$ cat src/scuc_pkg.sv
// -----------------------------------------------------------------------------
// Servo channel update controller package
// Shared widths, codes, reset values and helpers for the update controller.
// -----------------------------------------------------------------------------
package scuc_pkg;

   localparam int CHANNELS_DEF    = 8;
   localparam int INPUT_POSITIONS = 8;

   localparam int FUNC_W  = 2;
   localparam int COUNT_W = 4;
   localparam int POS_W   = 10;
   localparam int DUTY_W  = 22;
   localparam int INTV_W  = 8;
   localparam int CH_W    = 3;
   localparam int CMD_W   = 2;
   localparam int CSR_IDX_W = 2;

   localparam int REQ_DATA_W = ((COUNT_W + INPUT_POSITIONS * POS_W + 7) / 8) * 8;
   localparam int RSP_DATA_W = ((CH_W + DUTY_W + 7) / 8) * 8;

   localparam logic [POS_W-1:0] FULL_SCALE = POS_W'(1000);

   localparam logic [DUTY_W-1:0] RESET_MIN_DUTY = DUTY_W'(560000);
   localparam logic [DUTY_W-1:0] RESET_MAX_DUTY = DUTY_W'(2400000);
   localparam logic [INTV_W-1:0] RESET_INTERVAL = INTV_W'(50);

   localparam logic [FUNC_W-1:0] FUNC_DRIVE    = 2'd0;
   localparam logic [FUNC_W-1:0] FUNC_STORE    = 2'd1;
   localparam logic [FUNC_W-1:0] FUNC_FAILSAFE = 2'd2;

   localparam logic [CMD_W-1:0] CMD_ENABLE  = 2'd0;
   localparam logic [CMD_W-1:0] CMD_DUTY    = 2'd1;
   localparam logic [CMD_W-1:0] CMD_DISABLE = 2'd2;

   localparam logic [CSR_IDX_W-1:0] CSR_MIN_DUTY = 2'd0;
   localparam logic [CSR_IDX_W-1:0] CSR_MAX_DUTY = 2'd1;
   localparam logic [CSR_IDX_W-1:0] CSR_INTERVAL = 2'd2;

   // Scaling: x / 1000 as (x >> 3) / 125 by an exact reciprocal.
   localparam int PROD_W        = POS_W + DUTY_W;
   localparam int DIV_PRE_SHIFT = 3;
   localparam int RECIP_W       = 30;
   localparam int RECIP_SHIFT   = 36;
   localparam logic [RECIP_W-1:0] RECIP_MUL = RECIP_W'(549755814);
   localparam int QPROD_W       = PROD_W - DIV_PRE_SHIFT + RECIP_W;

   typedef struct packed {
      logic [DUTY_W-1:0] min_duty;
      logic [DUTY_W-1:0] span;
      logic              under;
   } scale_type;

   typedef struct packed {
      logic load;
      logic decide;
   } lane_ctl_type;

   typedef struct packed {
      logic enable;
      logic duty;
      logic drop;
   } lane_flag_type;

   function automatic logic [POS_W-1:0] clamp_pos(input logic [POS_W-1:0] v);
      clamp_pos = (v > FULL_SCALE) ? FULL_SCALE : v;
   endfunction

endpackage

$ cat src/scuc_lane.sv
// -----------------------------------------------------------------------------
// Servo channel lane
// Holds one channel's last position, decides its commands for a frame and
// scales its position to a pulse width through a two-multiplier pipeline.
// -----------------------------------------------------------------------------
module scuc_lane #(
   parameter int LANE = 0
) (
   input  logic                          clock,
   input  logic                          reset,
   input  scuc_pkg::lane_ctl_type        ctl,
   input  logic [scuc_pkg::POS_W-1:0]    pos,
   input  logic [scuc_pkg::INTV_W-1:0]   phase,
   input  scuc_pkg::scale_type           scale,
   output scuc_pkg::lane_flag_type       flags,
   output logic [scuc_pkg::DUTY_W-1:0]   duty
);

   logic [scuc_pkg::POS_W-1:0]   pos_ff;
   logic                         hit_ff;
   logic [scuc_pkg::POS_W-1:0]   last_ff;
   scuc_pkg::lane_flag_type      flags_ff;
   scuc_pkg::lane_flag_type      flags_in;
   logic [scuc_pkg::PROD_W-1:0]  prod_ff;
   logic [scuc_pkg::PROD_W-1:0]  prod_in;
   logic [scuc_pkg::QPROD_W-1:0] qprod_ff;
   logic [scuc_pkg::QPROD_W-1:0] qprod_in;
   logic [scuc_pkg::DUTY_W-1:0]  duty_ff;
   logic [scuc_pkg::DUTY_W-1:0]  duty_in;
   logic [scuc_pkg::QPROD_W-scuc_pkg::RECIP_SHIFT-1:0] quot;
   logic                         send;
   logic                         nonzero;

   always_comb begin
      nonzero = (pos_ff != '0);
      send    = (last_ff != pos_ff) || (hit_ff && nonzero);
      flags_in.enable = send && nonzero && (last_ff == '0);
      flags_in.duty   = send && nonzero;
      flags_in.drop   = send && !nonzero;

      prod_in  = scuc_pkg::PROD_W'(scale.span) * scuc_pkg::PROD_W'(pos_ff);
      qprod_in = scuc_pkg::QPROD_W'(prod_ff[scuc_pkg::PROD_W-1:scuc_pkg::DIV_PRE_SHIFT])
               * scuc_pkg::QPROD_W'(scuc_pkg::RECIP_MUL);
      quot     = qprod_ff[scuc_pkg::QPROD_W-1:scuc_pkg::RECIP_SHIFT];
      duty_in  = scale.under ? scale.min_duty
               : scuc_pkg::DUTY_W'(scale.min_duty + quot[scuc_pkg::DUTY_W-1:0]);
   end

   always_ff @(posedge clock) begin
      if (ctl.load) begin
         pos_ff <= pos;
         hit_ff <= (phase == scuc_pkg::INTV_W'(LANE));
      end
      prod_ff  <= prod_in;
      qprod_ff <= qprod_in;
      duty_ff  <= duty_in;
   end

   always_ff @(posedge clock) begin
      if (reset) begin
         last_ff  <= '0;
         flags_ff <= '0;
      end else if (ctl.decide) begin
         last_ff  <= pos_ff;
         flags_ff <= flags_in;
      end
   end

   assign flags = flags_ff;
   assign duty  = duty_ff;

endmodule

$ cat config.mk
export PLATFORM = sky130hd
export DESIGN_NAME = scuc_lane
export DESIGN_NICKNAME = d
export VERILOG_FILES = /design/src/scuc_pkg.sv /design/src/scuc_lane.sv
export SDC_FILE = /design/constraint.sdc
export NUM_CORES = 1
export LEC_CHECK = 0
export ABC_AREA = 1
export BUFFER_PORTS_ARGS = -buffer_cell sky130_fd_sc_hd__buf_2
export CORE_ASPECT_RATIO = 0.5
export CORE_UTILIZATION = 35
export CTS_BUF_LIST = sky130_fd_sc_hd__clkbuf_8
export DETAILED_ROUTE_END_ITERATION = 8
export PLACE_DENSITY = 0.53
export SYNTH_ARGS = -nofsm -noshare
export SYNTH_HDL_FRONTEND = slang
export SYNTH_SLANG_ARGS = --single-unit
export TNS_END_PERCENT = 100
$ cat constraint.sdc
create_clock -name clock -period 6.59 [get_ports clock]
set_clock_uncertainty 0.15 [all_clocks]
set_input_delay 0.659 -clock clock [delete_from_list [all_inputs] [get_ports clock]]
set_output_delay 0.659 -clock clock [all_outputs]
set_load 0.05 [all_outputs]
==> out/qor.yml <==
outcome:
  status: "complete, no violations"
clock_network:
  cts_max_path_buffers: 2
  clkTransAtPathRegs_ns: 0.12
  clockRootBuffer: "clkbuf_8"
  post_cts_buffers: 0
  cts_buffers: 9
  htreeDepth: 3
  ctsHoldBuffers: 0
  cts_tree: "done"
  clock_sinks: 97
  clock_latency_ns: 0.48
worst_setup_path:
  crit_arrival_ns: 6.39
  path_max_fanout: 8
  reg2reg_setup_slack_ns: 0.38
  crit_top_cell: "fa_1"
  crit_start: "prod_ff[13]"
  worstReg2RegStart: "prod_ff[13]"
  reg2reg_depth: 22
  path_cells: "ha_1, fa_1, fa_1, inv_1, fa_1, inv_1, fa_1, fa_1, fa_1, inv_1, fa_1, inv_1, ha_1, nand2_1, nor2_1, inv_1, nor3_1, nand2_1, nand2_1, nand2_1, nand3_1, nand2_1"
  setup.worst_path.class: "register to register"
  critPathSlowestCell: "dfxtp_1"
  r2r-end: "qprod_ff[36]"
  critPathCaptureType: "register"
  worstSetupStartpointType: "register"
  slowest_delay_ns: 0.65
  worstSetupEndpoint: "qprod_ff[36]"
  worstPathRequired_ns: 6.76
global_route:
  grt_first_pass_wirelength_um: 119300
  grt_pass1_vias: 22370
  grt_usage_pct: 19.96
  grt_overflow_total: 0
  antenna_found_initial: 1
  grt_max_degree: 31
logic_synthesis:
  ys_types: 34
  synthesis.area_sq_um: 26550
  avgSynthCellArea_sq_um: 7.529
  synth_seq_cells: 97
  synthCells: 3527
  yosys_warnings: 0
  synth_nets: 4467
  yosysSeqAreaShare_pct: 7.727
flow_run:
  drv_cap: 0
drt:
  via_count: 20910
  wirelength_um: 72410
  routed_via_density: 4.516
  drt_first_pass_iters: 6
  drc: 0
  wire_per_inst_um: 15.64
  drt_iter0_markers: 918
  ant_nets: 0
floorplan:
  die_h_um: 196.8
  io_pins: 92
  initial_utilization_pct: 35.88
  die_w_um: 391.5
  dieArea_sq_um: 77040
  placement_rows: 70
  core_region_area_sq_um: 74010
worst_hold_path:
  hold_path_class: "input pin to register"
finish:
  layout.nets: 4556
  drive_gt1_share_pct: 5.109
  area_growth_pct: 7.633
place:
  dp_hpwl_um: 63810
  globalplace.congestion: 0.9459
  port_buffers: 91
timing:
  hold_viol: 0
  tns_ns: 0
  timing.final.crit_share_pct: 94.31
  rsz0062_at_grt: "no"
  maxSlewViolCount: 0
  relSlewSlack_pct: 17.55
  min_period_ns: 6.215
  fmax_ghz: 0.1609
  setup_viol: 0
  tightest_slew_ns: 1.237
## sequential cells by signal (all words and copies together) (netlist names)
signal / cells
duty: 22
pos_ff: 10
qprod_ff: 22
flags: 3
last_ff: 10
hit_ff: 1
prod_ff: 29
## how the worst min path moves through the flow
stage	startpoint	endpoint	slack [ns]	cells after the start
2_1_floorplan	last_ff[4]	last_ff[4]	0.31	2
3_3_place_gp	flags[1]	flags[1]	0.30	2
3_5_place_dp	flags[0]	flags[0]	0.31	2
4_1_cts	pos[3]	pos_ff[3]	0.15	1
5_1_grt	pos[0]	pos_ff[0]	0.16	1
6_report	pos[3]	pos_ff[3]	0.20	1
## worst max-delay path: cells and delay by family, from the launching register on
| family | cells | cell delay, ns |
|---|---|---|
| adder cells (fa/ha/maj) | 9 | 4.04 |
| buffers and inverters | 5 | 0.27 |
| flip-flops | 1 | 0.65 |
| AND/OR/NAND/NOR | 8 | 0.95 |
## cell type report
| type | instances | area (sq um) |
|---|---|---|
| clock buffers | 9 | 123.9 |
| fillers | 7843 | 45430 |
| diodes | 1 | 2.502 |
| repair buffers | 132 | 763.2 |
| multi-input cells | 2341 | 20410 |
| clock inverters | 7 | 85.08 |
| flip-flops and latches | 97 | 2053 |
| well taps | 1008 | 1261 |
| inverters | 1035 | 3885 |
## layout by cell type (no fill, tap or decap), types with 4 or more instances in the layout
cell type and n:
inv_1 1029, nand2_1 892, ha_1 449, fa_1 424, nor2_1 184, nand3_1 112
a21oi_1 97, buf_2 91, dfxtp_1 85, o21ai_0 44, buf_4 41, nand4_1 28
nor3_1 15, xor2_1 14, xnor2_1 13, edfxtp_1 11, nand2_2 10, a211oi_1 9
clkbuf_8 9, o21bai_1 6, inv_2 6, and2_1 6, a21o_1 5, nor2_2 5
or2_2 5, nor2_4 4, nor4_1 4, nand3b_1 4
## through the flow
| step | std cells | area [sq um] | hold slack [ns] | worst slack [ns] | util, % |
|---|---|---|---|---|---|
| detailed placement | 4613 | 28370 | 0.3076 | 0.3845 | 38.33 |
| finish | 4630 | 28580 | 0.2021 | 0.3750 | 38.62 |
| global placement | 4613 | 28370 | 0.3018 | 0.4234 | 38.33 |
| global route | 4630 | 28580 | 0.1612 | 0.01172 | 38.62 |
| CTS | 4629 | 28580 | 0.1548 | 0.3711 | 38.61 |
| floorplan | 3527 | 26550 | 0.3146 | 0.9213 | - |
## logic make-up after synthesis
group	synth area share [%]
buf+inv	15.42
xor+xnor	0.8906
flops	7.727
simple gates	19.46
fa+ha+maj	53.12
compound gates	3.374
## per-layer routing
layer | wire length (um) | part of all wire, % | GRT usage [%]
met2 | 32740 | 45 | 33.38
met1 | 37130 | 51 | 28.39
met5 | 0 | 0 | 0
met3 | 2000 | 2.8 | 2.161
met4 | 537 | 0.74 | 2.527
## cells in the mapped netlist (all sizes together)
| master | count | share of area (%) |
|---|---|---|
| xnor2 | 13 | 0.43 |
| nand3b | 4 | 0.11 |
| xor2 | 14 | 0.46 |
| buf | 15 | 0.24 |
| a21oi | 97 | 1.8 |
| nor3 | 18 | 0.40 |
| o21a | 3 | 0.085 |
| a211oi | 9 | 0.25 |
| o21bai | 6 | 0.17 |
| ha | 449 | 21 |
| o211ai | 1 | 0.047 |
| clkbuf | 39 | 0.55 |
| nand4 | 28 | 0.66 |
| nand3 | 114 | 2.2 |
| and2 | 6 | 0.14 |
| a21o | 5 | 0.14 |
| inv | 1035 | 15 |
| edfxtp | 11 | 1.2 |
| fa | 424 | 32 |
| nor4 | 4 | 0.094 |
| nand2 | 902 | 13 |
| o21ai | 45 | 0.85 |
| or2 | 6 | 0.14 |
| dfxtp | 86 | 6.5 |
| nor2 | 193 | 2.9 |
## timing repair
item / CTS / global route
hold endpoints to repair: 0 / 0
gates resized for setup: 0 / 1
endpoints found under the setup margin: 0 / 1
Power is left out: the tool's default activity adds up to more than one toggle a clock period on the data nets, which glitch-free logic cannot reach.
