### config.mk
export PLATFORM = sky130hd
export DESIGN_NAME = scuc_merge
export DESIGN_NICKNAME = d
export VERILOG_FILES = /design/src/scuc_pkg.sv /design/src/scuc_merge.sv
export SDC_FILE = /design/constraint.sdc
export NUM_CORES = 1
export LEC_CHECK = 0
export BUFFER_PORTS_ARGS = -buffer_cell sky130_fd_sc_hd__buf_2
export CORE_MARGIN = 4
export CORE_UTILIZATION = 25
export DETAILED_ROUTE_END_ITERATION = 8
export PLACE_DENSITY = 0.6
export RECOVER_POWER = 50
export SKIP_LAST_GASP = 1
export SYNTH_ARGS = -nofsm -noshare
export SYNTH_HDL_FRONTEND = slang
export SYNTH_SLANG_ARGS = --single-unit
### constraint.sdc
create_clock -name clock -period 2.3 [get_ports clock]
set_input_delay 0.46 -clock clock [delete_from_list [all_inputs] [get_ports clock]]
set_output_delay 0.46 -clock clock [all_outputs]
set_load 0.01 [all_outputs]
### src/scuc_pkg.sv
// -----------------------------------------------------------------------------
// Servo channel update controller package
// Shared widths, codes, reset values and helpers for the update controller.
// -----------------------------------------------------------------------------
package scuc_pkg;

   localparam int CHANNELS_DEF    = 8;
   localparam int INPUT_POSITIONS = 8;

   localparam int FUNC_W  = 2;
   localparam int COUNT_W = 4;
   localparam int POS_W   = 10;
   localparam int DUTY_W  = 22;
   localparam int INTV_W  = 8;
   localparam int CH_W    = 3;
   localparam int CMD_W   = 2;
   localparam int CSR_IDX_W = 2;

   localparam int REQ_DATA_W = ((COUNT_W + INPUT_POSITIONS * POS_W + 7) / 8) * 8;
   localparam int RSP_DATA_W = ((CH_W + DUTY_W + 7) / 8) * 8;

   localparam logic [POS_W-1:0] FULL_SCALE = POS_W'(1000);

   localparam logic [DUTY_W-1:0] RESET_MIN_DUTY = DUTY_W'(560000);
   localparam logic [DUTY_W-1:0] RESET_MAX_DUTY = DUTY_W'(2400000);
   localparam logic [INTV_W-1:0] RESET_INTERVAL = INTV_W'(50);

   localparam logic [FUNC_W-1:0] FUNC_DRIVE    = 2'd0;
   localparam logic [FUNC_W-1:0] FUNC_STORE    = 2'd1;
   localparam logic [FUNC_W-1:0] FUNC_FAILSAFE = 2'd2;

   localparam logic [CMD_W-1:0] CMD_ENABLE  = 2'd0;
   localparam logic [CMD_W-1:0] CMD_DUTY    = 2'd1;
   localparam logic [CMD_W-1:0] CMD_DISABLE = 2'd2;

   localparam logic [CSR_IDX_W-1:0] CSR_MIN_DUTY = 2'd0;
   localparam logic [CSR_IDX_W-1:0] CSR_MAX_DUTY = 2'd1;
   localparam logic [CSR_IDX_W-1:0] CSR_INTERVAL = 2'd2;

   // Scaling: x / 1000 as (x >> 3) / 125 by an exact reciprocal.
   localparam int PROD_W        = POS_W + DUTY_W;
   localparam int DIV_PRE_SHIFT = 3;
   localparam int RECIP_W       = 30;
   localparam int RECIP_SHIFT   = 36;
   localparam logic [RECIP_W-1:0] RECIP_MUL = RECIP_W'(549755814);
   localparam int QPROD_W       = PROD_W - DIV_PRE_SHIFT + RECIP_W;

   typedef struct packed {
      logic [DUTY_W-1:0] min_duty;
      logic [DUTY_W-1:0] span;
      logic              under;
   } scale_type;

   typedef struct packed {
      logic load;
      logic decide;
   } lane_ctl_type;

   typedef struct packed {
      logic enable;
      logic duty;
      logic drop;
   } lane_flag_type;

   function automatic logic [POS_W-1:0] clamp_pos(input logic [POS_W-1:0] v);
      clamp_pos = (v > FULL_SCALE) ? FULL_SCALE : v;
   endfunction

endpackage

### src/scuc_merge.sv
// -----------------------------------------------------------------------------
// Servo command merge
// Collects the lanes' pending commands and serializes them in channel order
// through an output register, marking the final word of the frame.
// -----------------------------------------------------------------------------
module scuc_merge #(
   parameter int CHANNELS = scuc_pkg::CHANNELS_DEF
) (
   input  logic                               clock,
   input  logic                               reset,
   input  logic                               load,
   input  scuc_pkg::lane_flag_type            flags [CHANNELS],
   input  logic [scuc_pkg::DUTY_W-1:0]        duty  [CHANNELS],
   output logic                               pend_any,
   output logic                               rsp_tvalid,
   input  logic                               rsp_tready,
   output logic [scuc_pkg::RSP_DATA_W-1:0]    rsp_tdata,  // channel, duty_ns
   output logic [scuc_pkg::CMD_W-1:0]         rsp_tuser,  // command
   output logic                               rsp_tlast
);

   localparam int PEND_W = 2 * CHANNELS;

   logic [PEND_W-1:0]           pend_ff;
   logic [PEND_W-1:0]           pend_in;
   logic [PEND_W-1:0]           load_bits;
   logic [PEND_W-1:0]           sel;
   logic                        found;
   logic                        advance;
   logic [scuc_pkg::CH_W-1:0]   ch_sel;
   logic [scuc_pkg::CMD_W-1:0]  cmd_sel;
   logic [scuc_pkg::DUTY_W-1:0] duty_sel;

   logic                        valid_ff;
   logic                        valid_in;
   logic [scuc_pkg::CH_W-1:0]   ch_ff;
   logic [scuc_pkg::CMD_W-1:0]  cmd_ff;
   logic [scuc_pkg::DUTY_W-1:0] duty_ff;
   logic                        last_ff;

   always_comb begin
      for (int i = 0; i < CHANNELS; i++) begin
         load_bits[2*i]   = flags[i].enable;
         load_bits[2*i+1] = flags[i].duty || flags[i].drop;
      end

      found = 1'b0;
      sel   = '0;
      for (int b = 0; b < PEND_W; b++) begin
         if (pend_ff[b] && !found) begin
            sel[b] = 1'b1;
            found  = 1'b1;
         end
      end

      ch_sel   = '0;
      cmd_sel  = scuc_pkg::CMD_ENABLE;
      duty_sel = '0;
      for (int i = 0; i < CHANNELS; i++) begin
         if (sel[2*i]) begin
            ch_sel  = scuc_pkg::CH_W'(i);
            cmd_sel = scuc_pkg::CMD_ENABLE;
         end
         if (sel[2*i+1]) begin
            ch_sel = scuc_pkg::CH_W'(i);
            if (flags[i].duty) begin
               cmd_sel  = scuc_pkg::CMD_DUTY;
               duty_sel = duty[i];
            end else begin
               cmd_sel = scuc_pkg::CMD_DISABLE;
            end
         end
      end

      pend_any = (pend_ff != '0);
      advance  = pend_any && (!valid_ff || rsp_tready);

      if (load) begin
         pend_in = load_bits;
      end else if (advance) begin
         pend_in = pend_ff & ~sel;
      end else begin
         pend_in = pend_ff;
      end

      if (advance) begin
         valid_in = 1'b1;
      end else if (rsp_tready) begin
         valid_in = 1'b0;
      end else begin
         valid_in = valid_ff;
      end
   end

   always_ff @(posedge clock) begin
      if (reset) begin
         pend_ff  <= '0;
         valid_ff <= 1'b0;
      end else begin
         pend_ff  <= pend_in;
         valid_ff <= valid_in;
      end
   end

   always_ff @(posedge clock) begin
      if (advance) begin
         ch_ff   <= ch_sel;
         cmd_ff  <= cmd_sel;
         duty_ff <= duty_sel;
         last_ff <= ((pend_ff & ~sel) == '0);
      end
   end

   assign rsp_tvalid = valid_ff;
   assign rsp_tdata  = scuc_pkg::RSP_DATA_W'({duty_ff, ch_ff});
   assign rsp_tuser  = cmd_ff;
   assign rsp_tlast  = last_ff;

endmodule

==> results.py <==
metrics = {
    "outcome": {
        "status": "complete, no violations",
    },
    "layout": {
        "area_delta_synth_final_pct": 46.3,
        "diodes": 0,
        "final_nets": 891,
        "drive_above_1_share": 0.378,
        "final_area_um2": 5190,
    },
    "logic_synthesis": {
        "synth-simple-area-share": 0.259,
        "synth-seq-cells": 45,
        "synth.mux.area_fraction": 0.0113,
        "synthCells": 458,
        "avgSynthCellArea_um2": 7.75,
        "yosys.cell_types.count": 53,
        "yosys_warnings": 0,
        "ys_seq_area_frac": 0.333,
        "synth_fa_ha_area_frac": 0.00599,
        "synth_flop_cell": "edfxtp_1",
        "synth_compound_area_frac": 0.317,
        "ys_async_sr_fraction": 0,
        "synth_top_family_by_area": "compound AO/OA/AOI/OAI gates",
        "synth_edf_count": 28,
        "netlist_area_um2": 3550,
        "synth-xor-area-share": 0,
    },
    "grt": {
        "grt_start_max_net_pins": 28,
        "antenna_found_initial": 0,
        "grt.total_usage": 0.187,
        "grt_pass1_wl_mm": 23.5,
        "grt_overflow": 0,
        "grt_pass1_vias": 4285,
    },
    "floorplanning": {
        "die_h_um": 127,
        "die_w_um": 127,
        "num_rows": 43,
        "coreArea_um2": 13900,
        "start_util": 0.256,
        "die_area_um2": 16200,
        "io_pins": 241,
    },
    "sta": {
        "fin_skew_ps": 7.57,
        "min_period_ps": 2210,
        "hold_viol_final": 0,
        "max_freq_ghz": 0.452,
        "max-slew-margin-rel": 0.584,
        "min_period_over_period": 0.962,
        "finalMaxSlewViolations": 0,
        "tightestPinTransition_ps": 616,
        "setup_viol": 0,
    },
    "run": {
        "maxCapViolCount": 0,
    },
    "power_and_ir_drop": {
        "peakVddDrop_v": 0.000278,
        "power.density_nw_per_um2": 525,
        "p_leak_nw": 2.26,
        "p_int_mw": 1.85,
        "power_frac_clock": 0.309,
        "seqPwrFrac": 0.383,
        "total_power_mw": 2.73,
        "power.switching_uw": 881,
        "swShare": 0.323,
        "power_frac_comb": 0.308,
    },
    "routing": {
        "drtPass1Iterations": 4,
        "wire_per_inst_um": 18.8,
        "drtIter0Drc": 256,
        "vias": 4419,
        "via_per_inst": 5.09,
        "drc_errors": 0,
        "drt-total-wl_mm": 16.3,
        "ant_nets": 0,
    },
    "clocking": {
        "cts_sinks": 45,
        "hold_buffers": 0,
        "cts_buffers": 5,
        "root_buffer": "clkbuf_16",
        "cts.clk_slew.worst_paths_ps": 70,
        "htree_levels": 2,
        "insertion_delay_ps": 290,
        "ctsLongestPathBuffers": 2,
        "cts_tree": "done",
    },
    "worst_setup_path": {
        "r2r_setup_slack_ps": 190,
        "r2r-start": "pend_ff[6]",
        "cp_max_fo": 7,
        "crit_type": "flop to output pin",
        "r2r_cells": 7,
        "end_kind": "output pin",
        "start_kind": "flop",
        "reg2reg_to": "duty_ff[8]",
        "startpoint": "pend_ff[6]",
        "crit_end": "pend_any",
        "critPathRequiredTime_ps": 1840,
        "cp_data_arrival_time_ps": 1750,
    },
    "place": {
        "gp_congestion": 0.889,
        "dp_hpwl_mm": 13.0,
        "placed_area_um2": 5010,
        "portBuffers": 233,
    },
    "worst_hold_path": {
        "hp-class": "input port to flop",
    },
}
repair_timing:
action | 4_1_cts | 5_1_grt
setup buffers | 0 | 3
endpoints found under the setup margin | 1 | 1
gates resized for setup | 2 | 3
pin swaps | 0 | 4
area by class of cell:
class | count | area (µm²)
Fill cell | 1536 | 8690
Multi-Input combinational cell | 362 | 2170
Timing Repair Buffer | 267 | 1430
Sequential cell | 45 | 1180
Tap cell | 180 | 225
Clock buffer | 7 | 164
Inverter | 6 | 22.5
Clock inverter | 1 | 6.26
how the worst min path moves through the flow:
stage / startpoint / to / depth (start not counted) / slack [ps]
detailed placement: pend_ff[14] / pend_ff[14] / 2 / 530
CTS: flags[2] / pend_ff[14] / 3 / 400
floorplan: pend_ff[14] / pend_ff[14] / 2 / 480
global placement: pend_ff[14] / pend_ff[14] / 2 / 520
finish: flags[2] / pend_ff[14] / 3 / 410
global route: flags[2] / pend_ff[14] / 3 / 410
Yosys cell counts (3+ instances only):
cell,n,share of area
buf_4,9,0.019
o21ai_0,19,0.027
buf_2,9,0.013
a211oi_1,31,0.066
nand2_1,36,0.038
mux2i_1,4,0.011
a21oi_1,17,0.024
o21ai_1,11,0.016
o21a_1,22,0.047
nor4b_1,3,0.0074
a22oi_1,44,0.093
nand3_1,51,0.072
clkbuf_1,30,0.032
nor3_1,4,0.0056
dfxtp_1,17,0.096
edfxtp_1,28,0.24
or3_1,4,0.0071
buf_1,3,0.0032
o31ai_1,3,0.0063
o311ai_0,4,0.0099
inv_1,6,0.0063
nor2_1,62,0.066
layer usage:
metal | up-vias | share of wire | routed length, µm | GRT usage
met4 | 0 | 0.024 | 386 | 0.0599
met1 | 2012 | 0.43 | 7070 | 0.249
met5 | - | 0 | 0 | 0
li1 | 2175 | - | - | -
met3 | 26 | 0.078 | 1270 | 0.0376
met2 | 206 | 0.47 | 7600 | 0.304
kinds of logic after synthesis:
family          Yosys count
compound gates          163
buf+inv                  57
fa+ha+maj                 2
other cells               1
mux                       4
simple gates            186
flops                    45
cell usage in the layout (no fill, tap or decap), types with 3 or more instances in the layout:
cell type,synthesis,final
a211oi_1,31,31
a21oi_1,17,17
a22oi_1,44,44
buf_12,0,3
buf_2,9,204
buf_4,9,30
clkbuf_1,30,29
clkbuf_16,0,6
conb_1,1,7
dfxtp_1,17,16
edfxtp_1,28,28
inv_1,6,6
mux2i_1,4,4
nand2_1,36,36
nand3_1,51,51
nor2_1,62,60
nor2_2,1,3
nor3_1,4,4
nor4_4,1,3
o21a_1,22,22
o21ai_0,19,19
o21ai_1,11,11
o311ai_0,4,4
o31ai_1,3,3
or3_1,4,4
worst max-delay path: stages (launching register included):
cell	delay, ps
dfxtp_1	400
nor4_4	320
buf_4	180
nand4_1	200
nor2_2	200
inv_1	50
buf_2	130
power by group through the flow:
stage	logic [mW]	registers (mW)	clock network, mW
6_report	0.840	1.04	0.843
5_1_grt	0.916	1.06	0.893
4_1_cts	0.848	1.04	0.858
3_5_place_dp	0.844	1.06	0
3_3_place_gp	0.848	1.06	0
2_1_floorplan	0.380	1.08	0
flip-flops by register name, indices dropped and copies added (netlist names):
signal / count
ch_ff: 3
rsp_tvalid: 1
duty_ff: 22
rsp_tuser: 2
pend_ff: 16
rsp_tlast: 1
metrics by stage:
step           instances  setup TNS [ps]  hold slack, ps  setup WS (ps)  utilization
2_1_floorplan        464               0             485            319            -
4_1_cts              865               0             401           15.1        0.374
6_report             868               0             407           87.3        0.374
5_1_grt              868           -5.89             414          -5.89        0.374
3_5_place_dp         857               0             531            163        0.361
3_3_place_gp         857               0             522            180        0.361
No activity file was read; power rests on OpenSTA's default activity.
